===== config.mk =====
export PLATFORM = sky130hd
export DESIGN_NAME = fbr_outq
export DESIGN_NICKNAME = d
export VERILOG_FILES = /design/src/hdl/fbr_pkg.sv /design/src/hdl/fbr_outq.sv
export SDC_FILE = /design/constraint.sdc
export NUM_CORES = 1
export LEC_CHECK = 0
export BUFFER_PORTS_ARGS = -buffer_cell sky130_fd_sc_hd__buf_2
export CORE_UTILIZATION = 47
export CTS_CLUSTER_DIAMETER = 200
export CTS_CLUSTER_SIZE = 24
export DETAILED_ROUTE_END_ITERATION = 12
export PLACE_DENSITY = 0.88
export SLEW_MARGIN = 20
export SYNTH_ARGS = -nofsm -noshare
export SYNTH_HDL_FRONTEND = slang
export SYNTH_SLANG_ARGS = --single-unit

===== constraint.sdc =====
create_clock -name clk -period 1.7 [get_ports clk]
set_input_delay 0.17 -clock clk [delete_from_list [all_inputs] [get_ports clk]]
set_output_delay 0.17 -clock clk [all_outputs]
set_load 0.01 [all_outputs]

===== src/hdl/fbr_pkg.sv =====
package fbr_pkg;

    localparam int STORE_DEPTH  = 1024;
    localparam int INIT_PAYLOAD = 61;
    localparam int CONT_PAYLOAD = 63;

    localparam int ADDR_W  = $clog2(STORE_DEPTH);
    localparam int LEN_W   = $clog2(STORE_DEPTH + 1);
    localparam int BIF_W   = 10;
    localparam int FPOS_W  = 7;
    localparam int CFG_IDX_W = 3;

    localparam logic [BIF_W-1:0] POS_MAX = {BIF_W{1'b1}};
    localparam logic [7:0] INIT_MARK  = 8'h80;
    localparam logic [7:0] CODE_CANCEL = 8'h05;
    localparam logic [7:0] CODE_OTHER  = 8'h01;

    localparam logic [CFG_IDX_W-1:0] CFG_LINK   = 3'd0;
    localparam logic [CFG_IDX_W-1:0] CFG_MSG    = 3'd1;
    localparam logic [CFG_IDX_W-1:0] CFG_PING   = 3'd2;
    localparam logic [CFG_IDX_W-1:0] CFG_CANCEL = 3'd3;
    localparam logic [CFG_IDX_W-1:0] CFG_ERROR  = 3'd4;

    typedef enum logic [1:0] {
        MODE_IDLE,
        MODE_REQ,
        MODE_PING,
        MODE_ERR
    } mode_t;

    typedef struct packed {
        logic             chan;
        logic [7:0]       data;
        logic             use_mem;
        logic             valid;
        logic             eof;
        logic             eom;
        logic [LEN_W-1:0] len;
    } res_t;

    function automatic logic [LEN_W-1:0] clamp_len(input logic [15:0] v);
        if (v > 16'(STORE_DEPTH))
            return LEN_W'(STORE_DEPTH);
        else
            return v[LEN_W-1:0];
    endfunction

endpackage


===== src/hdl/fbr_outq.sv =====
module fbr_outq (
    input  logic                       clk,
    input  logic                       rst_n,
    input  logic                       res_fire,
    input  fbr_pkg::res_t              res,
    input  logic [7:0]                 mem_rdata,
    output logic                       can_take,
    output logic                       out_valid,
    input  logic                       out_ready,
    output logic                       channel,
    output logic [7:0]                 out_byte,
    output logic                       byte_valid,
    output logic                       end_of_fragment,
    output logic                       end_of_message,
    output logic [fbr_pkg::LEN_W-1:0]  message_length
);
    import fbr_pkg::*;

    // first stage waits for the ram read, second is the output register
    logic p1_valid_reg, p2_valid_reg;
    res_t p1_reg, p2_reg;
    res_t p1_out;
    logic p1_move;

    assign p1_move  = p1_valid_reg && (!p2_valid_reg || out_ready);
    assign can_take = !p1_valid_reg || p1_move;

    always_comb
    begin
        p1_out      = p1_reg;
        p1_out.data = p1_reg.use_mem ? mem_rdata : p1_reg.data;
    end

    always_ff @(posedge clk or negedge rst_n)
    begin
        if (!rst_n)
        begin
            p1_valid_reg <= 1'b0;
            p2_valid_reg <= 1'b0;
        end
        else
        begin
            if (can_take)
                p1_valid_reg <= res_fire;
            if (p1_move)
                p2_valid_reg <= 1'b1;
            else if (out_ready)
                p2_valid_reg <= 1'b0;
        end
    end

    always_ff @(posedge clk)
    begin
        if (can_take && res_fire)
            p1_reg <= res;
        if (p1_move)
            p2_reg <= p1_out;
    end

    assign out_valid       = p2_valid_reg;
    assign channel         = p2_reg.chan;
    assign out_byte        = p2_reg.data;
    assign byte_valid      = p2_reg.valid;
    assign end_of_fragment = p2_reg.eof;
    assign end_of_message  = p2_reg.eom;
    assign message_length  = p2_reg.len;

endmodule


-- Word-level counts from Yosys, hierarchy flattened
Cells that the tools add are included.
- add/subtract/negate cells: 0
- reductions and logical operators: 7
- bitwise gates (word level): 0
- order comparisons: 0
- div/mod/pow operators: 0
- multiplexer cells: 3
- equality and inequality tests: 0
- multipliers: 0
- shifts and indexed selects: 0
- operators by type and width (kind ; count):
    2-to-1 mux 8 bit ; 1
    logical AND 1 bit ; 2
    logical NOT 1 bit ; 2
    logical OR 1 bit ; 2
    2-to-1 mux 1 bit ; 2
    nonzero test 2 bit ; 1
- bits in latches: 0
- input bits: 36
- memories: 0
- ROM bits: 0
- logic and storage cells: 25
- memory bits (writable): 0
- output and inout port bits: 25
- register bits after elaboration: 49

-- Longest topological paths before layout
- depth after elaboration: 5
- mapped depth: 2
- mapped depth without buffers: 2

-- Least setup slack after synthesis
No wires, ideal clock.
- path kind: reg-to-reg
- from: register p2_valid_reg, in the netlist out_valid
- to: register p1_reg (netlist bit p1_out[0]) (enable)
- path buffers: 0
- required time: 1.317 ns
- setup time: 0.383 ns
- cell stages (with the launch flop): 3
- arrival: 1.241 ns
- period minus slack after synthesis: 1.623 ns
- slack: 0.077 ns
- path through: dfrtp_1 nand3b_1 and2_1
- word-level cells in the longest chain between the ends: 5
- ends and longest elaborated chain (what ; line ; source):
    start: declaration ; fbr_outq.sv:20 ; logic p1_valid_reg, p2_valid_reg;
    start signal: assignment ; fbr_outq.sv:39 ; p2_valid_reg <= 1'b0;
    start signal: assignment ; fbr_outq.sv:46 ; p2_valid_reg <= 1'b1;
    start signal: assignment ; fbr_outq.sv:48 ; p2_valid_reg <= 1'b0;
    logical NOT 1 bit ; fbr_outq.sv:25 ; assign p1_move = p1_valid_reg && (!p2_valid_reg || out_ready);
    logical OR 1 bit ; fbr_outq.sv:25 ;
    logical AND 1 bit ; fbr_outq.sv:25 ;
    logical OR 1 bit ; fbr_outq.sv:26 ; assign can_take = !p1_valid_reg || p1_move;
    named net can_take ; fbr_outq.sv:7 ; output logic can_take,
    logical AND 1 bit ; fbr_outq.sv:54 ; if (can_take && res_fire)
    end signal: assignment ; fbr_outq.sv:55 ; p1_reg <= res;
    end: declaration ; fbr_outq.sv:21 ; res_t p1_reg, p2_reg;
The timed path passes the listed nets, and every way through them passes these cells.
A chain may end at the register's enable or synchronous reset.

==> metrics.yaml <==
run_status:
  outcome: "finished clean"
sta:
  finalHoldViolCount: 0
  setup_viol: 0
  setup_tns_ns: 0
  skew_ns: 0.01733
  timing.fmax_mhz: 817.7
  period_needed_ns: 1.223
  finalMaxSlewViolations: 0
  rsz0062_at_grt: "no"
  min_period_over_period_pct: 71.94
  max-slew-margin-rel_pct: 70.11
  whs_ns: 0.03291
  tightest_slew_ns: 0.4483
clock_tree:
  cts_tree: "done"
  cts_buffer_depth: 2
  insertion_delay_ns: 0.36
  cts_sinks: 49
  h-tree-depth: 2
  cts_root_buf: "clkbuf_4"
  numCtsBuffers: 5
  clk_pin_slew_ns: 0.12
  cts_setup_buffers: 0
worst_setup_path:
  cp_cell_sequence: "mux2_4"
  r2r_start: "p1_out[14]$_DFFE_PP_"
  cpLargestDelayFamily: "flip-flops"
  cp_slowest_cell: "edfxtp_1"
  cp_max_fo: 8
  path_depth: 1
  r2r_end: "out_byte[2]$_DFFE_PP_"
  critPathKind: "reg -> reg"
  cp.arrival_ns: 1.33
  crit_path_end: "out_byte[2]$_DFFE_PP_"
  cpPeakStageDelay_ns: 0.64
  cp-startpoint: "p1_out[14]$_DFFE_PP_"
  critical_path_required_ns: 1.81
  cp-end-kind: "flop"
  crit_path_start_kind: "flop"
  crit_buf_inv: 0
  ff2ff_path_depth: 1
  r2r_slack_ns: 0.48
grt:
  grt_pass1_wl_mm: 3.939
  grt_start_max_net_pins: 25
  grt_usage_pct: 16.55
  first_global_vias: 874
  grt_overflow: 0
  antenna_found_initial: 0
detailed_routing:
  drtAntennaViolNets: 0
  dr.first_iter.drc_count: 16
  dr.pass1.iters: 3
  num_vias: 881
  post-route-drc-count: 0
  wl_per_cell_microns: 12.70
  drt-total-wl_mm: 2.578
  vias_per_cell: 4.340
logic_synthesis:
  yosysWarnings: 0
  synth_area_per_cell_sq_um: 25.49
  yosysTopAreaCellShare_pct: 86.50
  yosysSeqAreaShare_pct: 89.57
  synth_area_sq_um: 1632
  synthCells: 64
  synth_nets: 100
  post-synth-top-area-cell: "edfxtp_1"
  synth_seq_cells: 49
  synth_area_leaders: "edfxtp_1 87%, mux2_4 7.4%, dfrtp_1 3.1%"
  yosys.cell_types.count: 7
die:
  start_util_pct: 48.89
  core_sq_um: 3337
  ios: 61
  die_area_sq_um: 3711
  die_x_microns: 60.92
  die_y_microns: 60.92
  rows: 21
power:
  internal_power_w: 0.001866
  p_switching_w: 0.0004559
  leakagePower_nw: 0.9479
  ir_drop_v: 0.0006664
  pwr-share-clk_pct: 27.4
  combPwrFrac_pct: 10.1
  swShare_pct: 19.63
  power.density_nw_per_um2: 995.8
  seqPwrFrac_pct: 62.5
cells_and_area:
  syn_to_final_growth_pct: 42.94
  postLayoutCoreUtil_pct: 69.89
  nets: 193
  final_layout_size_suffix_gt1_share_pct: 49.04
  largest_reg_flops: 16
  antenna_cells: 0
placed_design:
  dp_hpwl_mm: 1.718
  port_buffers: 60
  gp_congestion: 0.6489
hold_path:
  hp-class: "in -> reg"
  min_from: "res_fire"
run:
  drv_cap: 0
-- cells by family (layout without fill, tap and decap cells) --
logic type             Yosys count  in the layout  share of synthesized area [%]
buffers and inverters            1             94                         0.6901
flip-flops                      49             49                          89.57
multiplexers                     8              8                          7.362
AND/OR/NAND/NOR                  6              6                          2.377
-- worst min-delay path by stage --
stage / depth (start not counted) / endpoint / slack [ns]
2_1_floorplan: 0 / out_valid$_DFFE_PN0P_ / -0.13
3_3_place_gp: 1 / out_valid$_DFFE_PN0P_ / -0.05
3_5_place_dp: 1 / p1_valid_reg$_DFFE_PN0P_ / -0.04
4_1_cts: 2 / p1_valid_reg$_DFFE_PN0P_ / 0.005
5_1_grt: 2 / p1_valid_reg$_DFFE_PN0P_ / 0.02
6_report: 2 / p1_valid_reg$_DFFE_PN0P_ / 0.03
-- synth_stat cells --
cell type   n
buf_6       1
nand2b_1    3
mux2_4      8
and2_1      2
edfxtp_1   47
dfrtp_1     2
nand3b_1    1
-- per-layer routing --
metal	part of all wire (%)	wire (microns)	vias up	global-route usage, %
li1	-	-	437	-
met5	0	0	-	0
met2	54	1382	44	29.20
met1	37	945	390	15.90
met4	3.6	92	0	9.416
met3	6.1	157	10	7.463
-- cell type report --
class / instances / area [sq um]
Clock buffer: 5 / 37.54
Multi-Input combinational cell: 14 / 158.9
Timing Repair Buffer: 87 / 578.1
Clock inverter: 2 / 38.79
Fill cell: 228 / 1005
Sequential cell: 49 / 1461
Tap cell: 46 / 57.56
-- power by group through the flow --
stage	sequential (W)	combinational [W]	clock (W)
after detailed placement	0.00148	0.000192	0
after floorplan	0.00150	0.0000679	0
after global placement	0.00147	0.000185	0
after CTS	0.00145	0.000236	0.000654
final	0.00145	0.000234	0.000637
after global routing	0.00146	0.000255	0.000704
-- what timing repair did --
action	in CTS	in global routing
endpoints found under the hold margin	26	0
gates resized for setup	0	0
hold buffers	25	0
-- cell usage in the layout, fill, tap and decap left out --
| master | n |
|---|---|
| dfrtp_1 | 2 |
| and2_1 | 2 |
| buf_2 | 60 |
| clkbuf_4 | 5 |
| inv_6 | 1 |
| bufinv_16 | 1 |
| nand3b_1 | 1 |
| dlygate4sd3_1 | 25 |
| nand2b_1 | 3 |
| mux2_4 | 8 |
| buf_12 | 1 |
| edfxtp_1 | 47 |
| buf_4 | 1 |
-- metrics by stage --
step                      std cells  setup WS, ns  area, sq um  total power (W)
after detailed placement        171        0.4849         2006         0.001673
after CTS                       203        0.4634         2332         0.002343
after global routing            203        0.3986         2332         0.002420
final                           203        0.4770         2332         0.002322
after floorplan                  64       0.07657         1632         0.001566
after global placement          171        0.5339         2006         0.001660
No activity file was read; power rests on OpenSTA's default activity.
