### src/hdl/fbr_pkg.sv
package fbr_pkg;

    localparam int STORE_DEPTH  = 1024;
    localparam int INIT_PAYLOAD = 61;
    localparam int CONT_PAYLOAD = 63;

    localparam int ADDR_W  = $clog2(STORE_DEPTH);
    localparam int LEN_W   = $clog2(STORE_DEPTH + 1);
    localparam int BIF_W   = 10;
    localparam int FPOS_W  = 7;
    localparam int CFG_IDX_W = 3;

    localparam logic [BIF_W-1:0] POS_MAX = {BIF_W{1'b1}};
    localparam logic [7:0] INIT_MARK  = 8'h80;
    localparam logic [7:0] CODE_CANCEL = 8'h05;
    localparam logic [7:0] CODE_OTHER  = 8'h01;

    localparam logic [CFG_IDX_W-1:0] CFG_LINK   = 3'd0;
    localparam logic [CFG_IDX_W-1:0] CFG_MSG    = 3'd1;
    localparam logic [CFG_IDX_W-1:0] CFG_PING   = 3'd2;
    localparam logic [CFG_IDX_W-1:0] CFG_CANCEL = 3'd3;
    localparam logic [CFG_IDX_W-1:0] CFG_ERROR  = 3'd4;

    typedef enum logic [1:0] {
        MODE_IDLE,
        MODE_REQ,
        MODE_PING,
        MODE_ERR
    } mode_t;

    typedef struct packed {
        logic             chan;
        logic [7:0]       data;
        logic             use_mem;
        logic             valid;
        logic             eof;
        logic             eom;
        logic [LEN_W-1:0] len;
    } res_t;

    function automatic logic [LEN_W-1:0] clamp_len(input logic [15:0] v);
        if (v > 16'(STORE_DEPTH))
            return LEN_W'(STORE_DEPTH);
        else
            return v[LEN_W-1:0];
    endfunction

endpackage

### src/hdl/fbr_ctrl.sv
module fbr_ctrl (
    input  logic                           clk,
    input  logic                           rst_n,
    input  logic                           cfg_write,
    input  logic [fbr_pkg::CFG_IDX_W-1:0]  cfg_index,
    input  logic [7:0]                     cfg_data,
    input  logic                           item_fire,
    input  logic                           operation,
    input  logic [7:0]                     rx_byte,
    input  logic                           first_of_fragment,
    input  logic                           last_of_fragment,
    output logic                           res_fire,
    output fbr_pkg::res_t                  res,
    output logic                           mem_we,
    output logic [fbr_pkg::ADDR_W-1:0]     mem_waddr,
    output logic [7:0]                     mem_wdata,
    output logic                           mem_re,
    output logic [fbr_pkg::ADDR_W-1:0]     mem_raddr
);
    import fbr_pkg::*;

    logic              link_reg;
    logic [7:0]        msg_cmd_reg, ping_cmd_reg, cancel_cmd_reg, error_cmd_reg;

    logic [LEN_W-1:0]  fill_reg, fill_next;
    logic [LEN_W-1:0]  exp_reg, exp_next;
    logic [7:0]        held_reg, held_next;
    logic [BIF_W-1:0]  bif_reg, bif_next;
    logic              init_reg, init_next;
    logic [7:0]        lhb_reg, lhb_next;
    mode_t             mode_reg, mode_next;
    logic [LEN_W-1:0]  rp_reg, rp_next;
    logic [FPOS_W-1:0] fp_reg, fp_next;
    logic [7:0]        seq_reg, seq_next;
    logic [7:0]        code_reg, code_next;
    logic              txi_reg, txi_next;

    logic [BIF_W-1:0]  pos;
    logic [FPOS_W-1:0] hdr, used, cap, chunk, flen;
    logic [LEN_W:0]    remain;
    logic              drop;

    always_ff @(posedge clk or negedge rst_n)
    begin
        if (!rst_n)
        begin
            link_reg       <= 1'b0;
            msg_cmd_reg    <= 8'd131;
            ping_cmd_reg   <= 8'd129;
            cancel_cmd_reg <= 8'd190;
            error_cmd_reg  <= 8'd191;
        end
        else if (cfg_write)
        begin
            unique case (cfg_index)
                CFG_LINK:   link_reg       <= cfg_data[0];
                CFG_MSG:    msg_cmd_reg    <= cfg_data;
                CFG_PING:   ping_cmd_reg   <= cfg_data;
                CFG_CANCEL: cancel_cmd_reg <= cfg_data;
                CFG_ERROR:  error_cmd_reg  <= cfg_data;
                default:    ;
            endcase
        end
    end

    always_ff @(posedge clk or negedge rst_n)
    begin
        if (!rst_n)
        begin
            fill_reg <= '0;
            exp_reg  <= '0;
            held_reg <= '0;
            bif_reg  <= '0;
            init_reg <= 1'b0;
            lhb_reg  <= '0;
            mode_reg <= MODE_IDLE;
            rp_reg   <= '0;
            fp_reg   <= '0;
            seq_reg  <= '0;
            code_reg <= '0;
            txi_reg  <= 1'b1;
        end
        else
        begin
            fill_reg <= fill_next;
            exp_reg  <= exp_next;
            held_reg <= held_next;
            bif_reg  <= bif_next;
            init_reg <= init_next;
            lhb_reg  <= lhb_next;
            mode_reg <= mode_next;
            rp_reg   <= rp_next;
            fp_reg   <= fp_next;
            seq_reg  <= seq_next;
            code_reg <= code_next;
            txi_reg  <= txi_next;
        end
    end

    always_comb
    begin
        fill_next = fill_reg;
        exp_next  = exp_reg;
        held_next = held_reg;
        bif_next  = bif_reg;
        init_next = init_reg;
        lhb_next  = lhb_reg;
        mode_next = mode_reg;
        rp_next   = rp_reg;
        fp_next   = fp_reg;
        seq_next  = seq_reg;
        code_next = code_reg;
        txi_next  = txi_reg;

        mem_we    = 1'b0;
        mem_waddr = fill_reg[ADDR_W-1:0];
        mem_wdata = rx_byte;
        mem_re    = 1'b0;
        mem_raddr = rp_reg[ADDR_W-1:0];
        res_fire  = 1'b0;
        res       = '0;
        res.len   = exp_reg;
        res.valid = 1'b1;
        res.chan  = 1'b1;
        drop      = 1'b0;

        pos    = '0;
        hdr    = txi_reg ? FPOS_W'(3) : FPOS_W'(1);
        used   = (fp_reg > hdr) ? fp_reg - hdr : '0;
        remain = ((exp_reg > rp_reg) ? {1'b0, exp_reg - rp_reg} : '0) + (LEN_W+1)'(used);
        cap    = txi_reg ? FPOS_W'(INIT_PAYLOAD) : FPOS_W'(CONT_PAYLOAD);
        chunk  = (remain < (LEN_W+1)'(cap)) ? remain[FPOS_W-1:0] : cap;
        flen   = hdr + chunk;

        if (item_fire && !operation && mode_reg == MODE_IDLE)
        begin
            if (first_of_fragment)
                pos = '0;
            else
                pos = (bif_reg < POS_MAX) ? bif_reg + 1'b1 : POS_MAX;
            if (first_of_fragment)
            begin
                if (rx_byte >= INIT_MARK)
                begin
                    init_next = 1'b1;
                    held_next = rx_byte;
                    exp_next  = '0;
                    lhb_next  = '0;
                    fill_next = '0;
                end
                else
                    init_next = 1'b0;
            end
            bif_next = pos;

            if (init_next && pos == BIF_W'(1))
            begin
                lhb_next = rx_byte;
                exp_next = clamp_len({rx_byte, 8'h00});
            end
            else if (init_next && pos == BIF_W'(2))
                exp_next = clamp_len({lhb_reg, rx_byte});
            else if (pos >= (init_next ? BIF_W'(3) : BIF_W'(1)) && fill_next < exp_next)
            begin
                mem_we    = 1'b1;
                mem_waddr = fill_next[ADDR_W-1:0];
                fill_next = fill_next + 1'b1;
            end

            // message complete: pick the response from the held command
            if (last_of_fragment && fill_next >= exp_next)
            begin
                fill_next = '0;
                rp_next   = '0;
                fp_next   = '0;
                seq_next  = '0;
                txi_next  = 1'b1;
                if (held_next == msg_cmd_reg)
                    mode_next = MODE_REQ;
                else if (held_next == ping_cmd_reg)
                begin
                    if (exp_next == '0 || !link_reg)
                    begin
                        mode_next = MODE_IDLE;
                        exp_next  = '0;
                    end
                    else
                        mode_next = MODE_PING;
                end
                else
                begin
                    code_next = (held_next == cancel_cmd_reg) ? CODE_CANCEL : CODE_OTHER;
                    if (!link_reg)
                    begin
                        mode_next = MODE_IDLE;
                        exp_next  = '0;
                    end
                    else
                        mode_next = MODE_ERR;
                end
            end
        end
        else if (item_fire && operation && mode_reg != MODE_IDLE)
        begin
            unique case (mode_reg)
                MODE_REQ:
                begin
                    res.chan = 1'b0;
                    if (exp_reg == '0)
                    begin
                        res.valid = 1'b0;
                        res.eom   = 1'b1;
                    end
                    else
                    begin
                        res.use_mem = 1'b1;
                        mem_re      = 1'b1;
                        rp_next     = rp_reg + 1'b1;
                        res.eom     = (rp_next >= exp_reg);
                    end
                end
                MODE_ERR:
                begin
                    case (fp_reg)
                        FPOS_W'(0): res.data = error_cmd_reg;
                        FPOS_W'(1): res.data = 8'h00;
                        FPOS_W'(2): res.data = 8'h01;
                        default:    res.data = code_reg;
                    endcase
                    if (fp_reg >= FPOS_W'(3))
                    begin
                        res.eof = 1'b1;
                        res.eom = 1'b1;
                    end
                    else
                        fp_next = fp_reg + 1'b1;
                end
                MODE_PING:
                begin
                    if (txi_reg && fp_reg == FPOS_W'(0))
                        res.data = ping_cmd_reg;
                    else if (txi_reg && fp_reg == FPOS_W'(1))
                        res.data = 8'(exp_reg >> 8);
                    else if (txi_reg && fp_reg == FPOS_W'(2))
                        res.data = exp_reg[7:0];
                    else if (!txi_reg && fp_reg == FPOS_W'(0))
                        res.data = seq_reg;
                    else
                    begin
                        res.use_mem = 1'b1;
                        mem_re      = 1'b1;
                        rp_next     = rp_reg + 1'b1;
                    end
                    if ({1'b0, fp_reg} + 1'b1 >= {1'b0, flen})
                    begin
                        res.eof = 1'b1;
                        fp_next = '0;
                        if (txi_reg)
                            txi_next = 1'b0;
                        else
                            seq_next = seq_reg + 1'b1;
                        res.eom = (rp_next >= exp_reg);
                    end
                    else
                        fp_next = fp_reg + 1'b1;
                end
                default: ;
            endcase

            drop     = res.chan && !link_reg;
            res_fire = !drop;
            if (res.eom)
            begin
                mode_next = MODE_IDLE;
                exp_next  = '0;
                rp_next   = '0;
                fp_next   = '0;
                seq_next  = '0;
                txi_next  = 1'b1;
            end
        end
    end

endmodule

### config.mk
export PLATFORM = sky130hd
export DESIGN_NAME = fbr_ctrl
export DESIGN_NICKNAME = d
export VERILOG_FILES = /design/src/hdl/fbr_pkg.sv /design/src/hdl/fbr_ctrl.sv
export SDC_FILE = /design/constraint.sdc
export NUM_CORES = 1
export LEC_CHECK = 0
export BUFFER_PORTS_ARGS = -buffer_cell sky130_fd_sc_hd__clkbuf_2
export CORE_AREA = 2 2 125 127
export DETAILED_ROUTE_END_ITERATION = 12
export DIE_AREA = 0 0 127 129
export PLACE_DENSITY = 0.87
export SETUP_SLACK_MARGIN = 0.2
export SLEW_MARGIN = 5
export SYNTH_ARGS = -nofsm -noshare
export SYNTH_HDL_FRONTEND = slang
export SYNTH_SLANG_ARGS = --single-unit
### constraint.sdc
create_clock -name clk -period 21.6 [get_ports clk]
set_clock_uncertainty 0.15 [all_clocks]
set_input_delay 3.24 -clock clk [delete_from_list [all_inputs] [get_ports clk]]
set_output_delay 3.24 -clock clk [all_outputs]
set_load 0.01 [all_outputs]
==> After elaboration in Yosys (flattened, before gate mapping) <==
Index checks and enable logic that the tools add are counted.
{ "op_classes": {"n_addsub": 10, "order_cmp": 14, "eq_ne": 18, "n_mux": 121, "bitwise": 2, "n_reduce_logical": 45} }
{ "op_table": {"columns": ["cell", "n"], "rows": [
  ["$mux W11", 37],
  ["$mux W8", 17],
  ["$mux W10", 7],
  ["$mux W7", 8],
  ["$ge A11 B11 Y1", 3],
  ["$gt A16 B11 Y1 const B", 2],
  ["$mux W1", 29],
  ["$mux W13", 2],
  ["$mux W2", 13],
  ["$eq A8 B8 Y1", 3],
  ["$pmux W8 S3", 1],
  ["$add A11 B1 Y11 const B", 2],
  ["$logic_not A11 Y1", 2],
  ["$pmux W11 S2", 1],
  ["$pmux W8 S2", 1],
  ["$reduce_and A4 Y1", 4],
  ["$pmux W7 S2", 1],
  ["$logic_and A1 B1 Y1", 13],
  ["$add A11 B7 Y12", 1],
  ["$lt A12 B6 Y1", 1],
  ["$reduce_and A2 Y1", 6],
  ["$gt A11 B11 Y1", 1],
  ["$lt A11 B11 Y1", 1],
  ["$sub A11 B11 Y11", 1],
  ["other kinds (38)", 53]
]} }
{ "word_totals": {"reg_bits": 119, "input_bits": 26, "out_inout_bits": 55, "wordCells": 227} }

==> Depth between registers and ports, before layout <==
{ "depth": {"ltp_word": 17, "ltp_mapped": 35, "depth_no_buf": 32} }

==> Worst setup path after synthesis <==
No wires, ideal clock.
{ "synth_path": {"kind": "reg-to-output", "start": "register txi_reg", "end": "output res[11] (netlist bit)", "arrival_time_ns": 6.622, "required_ns": 18.210, "slack_ns": 11.588, "path_stages_with_launch": 30, "path_buffers": 1, "cell_sequence": "dfstp_2 clkbuf_1 inv_1 ha_1 a211oi_1 a21oi_1 nor2_1 nor2_1 ha_1 fa_1 a21o_1 a21oi_1 xnor2_1 nand3_1 o311a_1 o311a_1 o21ai_1 nor2_1 a21o_1 fa_1 nor3_1 a21oi_1 o21a_1 ha_1 a21o_1 a21oi_1 o21ai_0 a31oi_1 o211a_1 nor2_1"} }
{ "synth_lines": {"columns": ["element", "line_no", "rtl"], "rows": [
  ["start, declared", "fbr_ctrl.sv:36", "logic txi_reg, txi_next;"],
  ["start signal, assigned", "fbr_ctrl.sv:96", "txi_reg <= txi_next;"],
  ["end, declared", "fbr_ctrl.sv:13", "output fbr_pkg::res_t res,"]
]} }

==> metrics.md <==
| Metric | Value |
|---|---|
| Syn Area/Cell | `8.35 sq um` |
| CP delay by family, top | `compound AO/OA/AOI/OAI gates` |
| Core ar. | `15000 sq um` |
| Critical Path Source | `txi_reg$_DFFE_PN1P_` |
| Total grt overflow | `0` |
| Largest net degree at the start of global routing | `62` |
| Setup Viol. Count Final | `0` |
| Final Cycle Share | `52.0%` |
| Clock transition at path regs | `0.06 ns` |
| DRC violations left | `0` |
| CP arrival | `7.84 ns` |
| Fmax | `0.0891 GHz` |
| Simple-gate portion of the synthesized area | `22.0%` |
| Post-CTS setup buffers | `0` |
| Starting DRT DRC Count | `1026` |
| GRT Resource Usage Total | `33.9%` |
| Worst r2r path cells | `30` |
| Required time of the critical path | `18.21 ns` |
| Yosys cell types | `80` |
| Gr busiest metal | `met2` |
| Total die area | `16400 sq um` |
| Worst vdd ir | `0.0000994 V` |
| Post-synth top flop | `dfrtp_1` |
| GR Util met1 | `41.9%` |
| H-Tree Depth | `4` |
| P_leak | `0.00494 uW` |
| Post-synth EDFFs | `0` |
| Syn Inst Count | `1187` |
| Pre-CTS WS | `10.99 ns` |
| R2r setup slk | `12.96 ns` |
| CP Class | `reg2out` |
| Number of global-route vias before repair | `8871` |
| Max-cap violation count | `0` |
| Largest family of logic cells by synthesized area | `simple AND/OR/NAND/NOR gates` |
| Via count | `9424` |
| Nets | `1344` |
| #FFs+latches synth | `113` |
| Setup TNS | `0 ns` |
| CP max FO | `13` |
| WL per Instance | `18.9 microns` |
| First-pass detailed-route iteration total | `7` |
| Yosys warns | `0` |
| Initial antenna violation count | `0` |
| Syn Nets | `1302` |
| Min Tclk post-route | `11.23 ns` |
| RSZ-0062 raised after global routing | `false` |
| TritonCTS Buffers | `17` |
| Die W | `127 microns` |
| CTS tree | `done` |
| DPL Wire Length | `19800 microns` |
| Hold Violations, Final | `0` |
| Cell area after layout | `10800 sq um` |
| Slew of the pin with the lowest slew margin | `1.24 ns` |
| Clk buf depth | `2` |
| Instance count on the critical path | `29` |
| XOR/XNOR Fraction of Synth Area | `5.66%` |
| Final setup margin | `10.37 ns` |
| Fraction of registers with async set or reset after synthesis | `100%` |
| P&R area growth vs syn | `9.42%` |
| Worst setup EP type | `primary output` |
| Synth Area in Adders | `11.5%` |
| # port buffers | `80` |
| Global-route wire length before repair | `44200 microns` |
| Critical path capture point | `res[11]` |
| Worst flop-to-flop path endpoint | `exp_reg[8]$_DFFE_PN0P_` |
| HP Class | `reg2reg` |
| Seq/Total Area, Yosys | `28.8%` |
| Startpoint Class | `flop` |
| Max-slew headroom | `16.7%` |
| Routed WL | `27100 microns` |
| Synth Area in Compound Gates | `20.8%` |
| Rows | `45` |
| IO Pins | `81` |
| Root buf cell | `clkbuf_16` |
| Share of cells above drive strength 1 | `15.7%` |
| CTS resizes | `0` |
| Final Wtd Congestion | `0.975` |
| Vias per inst | `6.59` |
| Multiplexer share of the synthesized area | `5.39%` |
| # diodes | `0` |
| Slowest stage cell, crit path | `dfstp_2` |
| Die Ht | `129 microns` |
| M3 GR Usage | `6.36%` |
| Cell area after synthesis | `9910 sq um` |
| Cts hold-fix bufs | `0` |
| Largest stage delay on the critical path | `0.75 ns` |
| CTS sink cnt | `113` |
| Starting density of the core | `66.1%` |
| Worst reg2reg path startpoint | `txi_reg$_DFFE_PN1P_` |
| Worst-Skew Late Latency | `0.43 ns` |
| Buf/Inv on CP | `2` |
| Met2 usage | `58.3%` |
| Status | `completed` |
| Cell Area, Placed | `10200 sq um` |
| Pwr Density | `131 nW/um^2` |
| Antenna Violating Nets Remaining | `0` |
| Max-slew violation total from the final report | `0` |
==> per-stage QoR <==
stage	std cells	util [%]	hold slack, ns	power [uW]
6_report	1430	72.4	0.346	1420
5_1_grt	1430	72.4	0.352	1530
4_1_cts	1430	72.4	0.346	1400
3_5_place_dp	1398	68.4	0.333	1110
3_3_place_gp	1398	68.4	0.298	1080
2_1_floorplan	1187	-	0.277	924
==> cells in the mapped netlist (all sizes together) (10+ instances only) <==
cell / count / area [sq um]
inv: 60 / 225
o31ai: 11 / 96.3
o21a: 12 / 90.1
and2: 19 / 123
mux2: 35 / 394
dfstp: 19 / 499
xnor2: 44 / 385
and3: 13 / 81.3
nor2: 87 / 327
nand2: 152 / 571
dfrtp: 94 / 2350
nand2b: 17 / 114
o21ai: 79 / 395
nand4: 17 / 106
or3: 12 / 75.1
xor2: 20 / 175
nor4: 10 / 83.8
nand3: 46 / 230
buf: 32 / 230
a21o: 19 / 143
clkbuf: 31 / 118
nor3: 22 / 115
nor2b: 21 / 131
ha: 85 / 1060
a22oi: 22 / 165
a211oi: 12 / 100
a31oi: 19 / 134
mux2i: 14 / 140
a21oi: 59 / 295
o211ai: 15 / 126
==> power by group <==
group | total [uW] | internal (uW) | leakage [uW] | switching, uW
Sequential | 319 | 260 | 0.00144 | 59.9
Combinational | 819 | 340 | 0.00321 | 479
Clock | 285 | 169 | 0.000294 | 116
Total | 1420 | 768 | 0.00494 | 655
==> per-layer routing <==
layer	vias to the layer above	routed length [microns]
met2	445	13300
met3	132	2140
met4	0	1200
li1	4355	-
met5	-	0
met1	4492	10400
==> worst reg2reg max path: cells and delay by family, from the launching register on <==
kind                     cells  cell delay (ns)
AO/OA/AOI/OAI               18             4.49
AND/OR/NAND/NOR              5             0.89
XOR/XNOR                     1             0.21
adder cells (fa/ha/maj)      5             1.78
buffers and inverters        1             0.25
flip-flops                   1             0.75
==> area by class of cell <==
class,instances,area [sq um]
timing repair buffer,86,448
clock buffer,19,453
multi-input combinational,951,6490
fill,1129,4140
tap,188,235
clock inverter,13,140
inverter,60,225
sequential,113,2850
==> how the worst min path moves through the flow <==
stage	startpoint	endpoint	slack [ns]	depth (start not counted)
after floorplan	code_reg[0]$_DFFE_PN0P_	code_reg[0]$_DFFE_PN0P_	0.28	1
after global placement	code_reg[0]$_DFFE_PN0P_	code_reg[0]$_DFFE_PN0P_	0.30	1
after detailed placement	held_reg[4]$_DFFE_PN0P_	held_reg[4]$_DFFE_PN0P_	0.33	2
after CTS	held_reg[4]$_DFFE_PN0P_	held_reg[4]$_DFFE_PN0P_	0.35	2
after global routing	code_reg[0]$_DFFE_PN0P_	code_reg[0]$_DFFE_PN0P_	0.35	1
final	held_reg[4]$_DFFE_PN0P_	held_reg[4]$_DFFE_PN0P_	0.35	2
==> logic make-up (layout without fill, tap and decap cells) <==
kind of cell    count (synthesis)  count (layout)
buf+inv                       123             178
xor+xnor                       64              64
mux                            49              49
fa+ha+maj                      89              89
simple gates                  443             443
compound gates                306             306
flops                         113             113
==> layout by cell type, fill, tap and decap left out, drive strengths merged, types with 13 or more instances in the layout <==
cell    netlist  final
dfrtp        94     94
nor2         87     87
nand3        46     46
a21oi        59     59
and2         19     19
mux2i        14     14
dfstp        19     19
xor2         20     20
o21ai        79     79
a31oi        19     19
and3         13     13
a21o         19     19
o211ai       15     15
nor2b        21     21
nand2       152    152
mux2         35     35
a22oi        22     22
clkbuf       31     98
nor3         22     22
nand4        17     17
ha           85     85
nand2b       17     17
xnor2        44     44
inv          60     69
No activity file was read; power rests on OpenSTA's default activity.
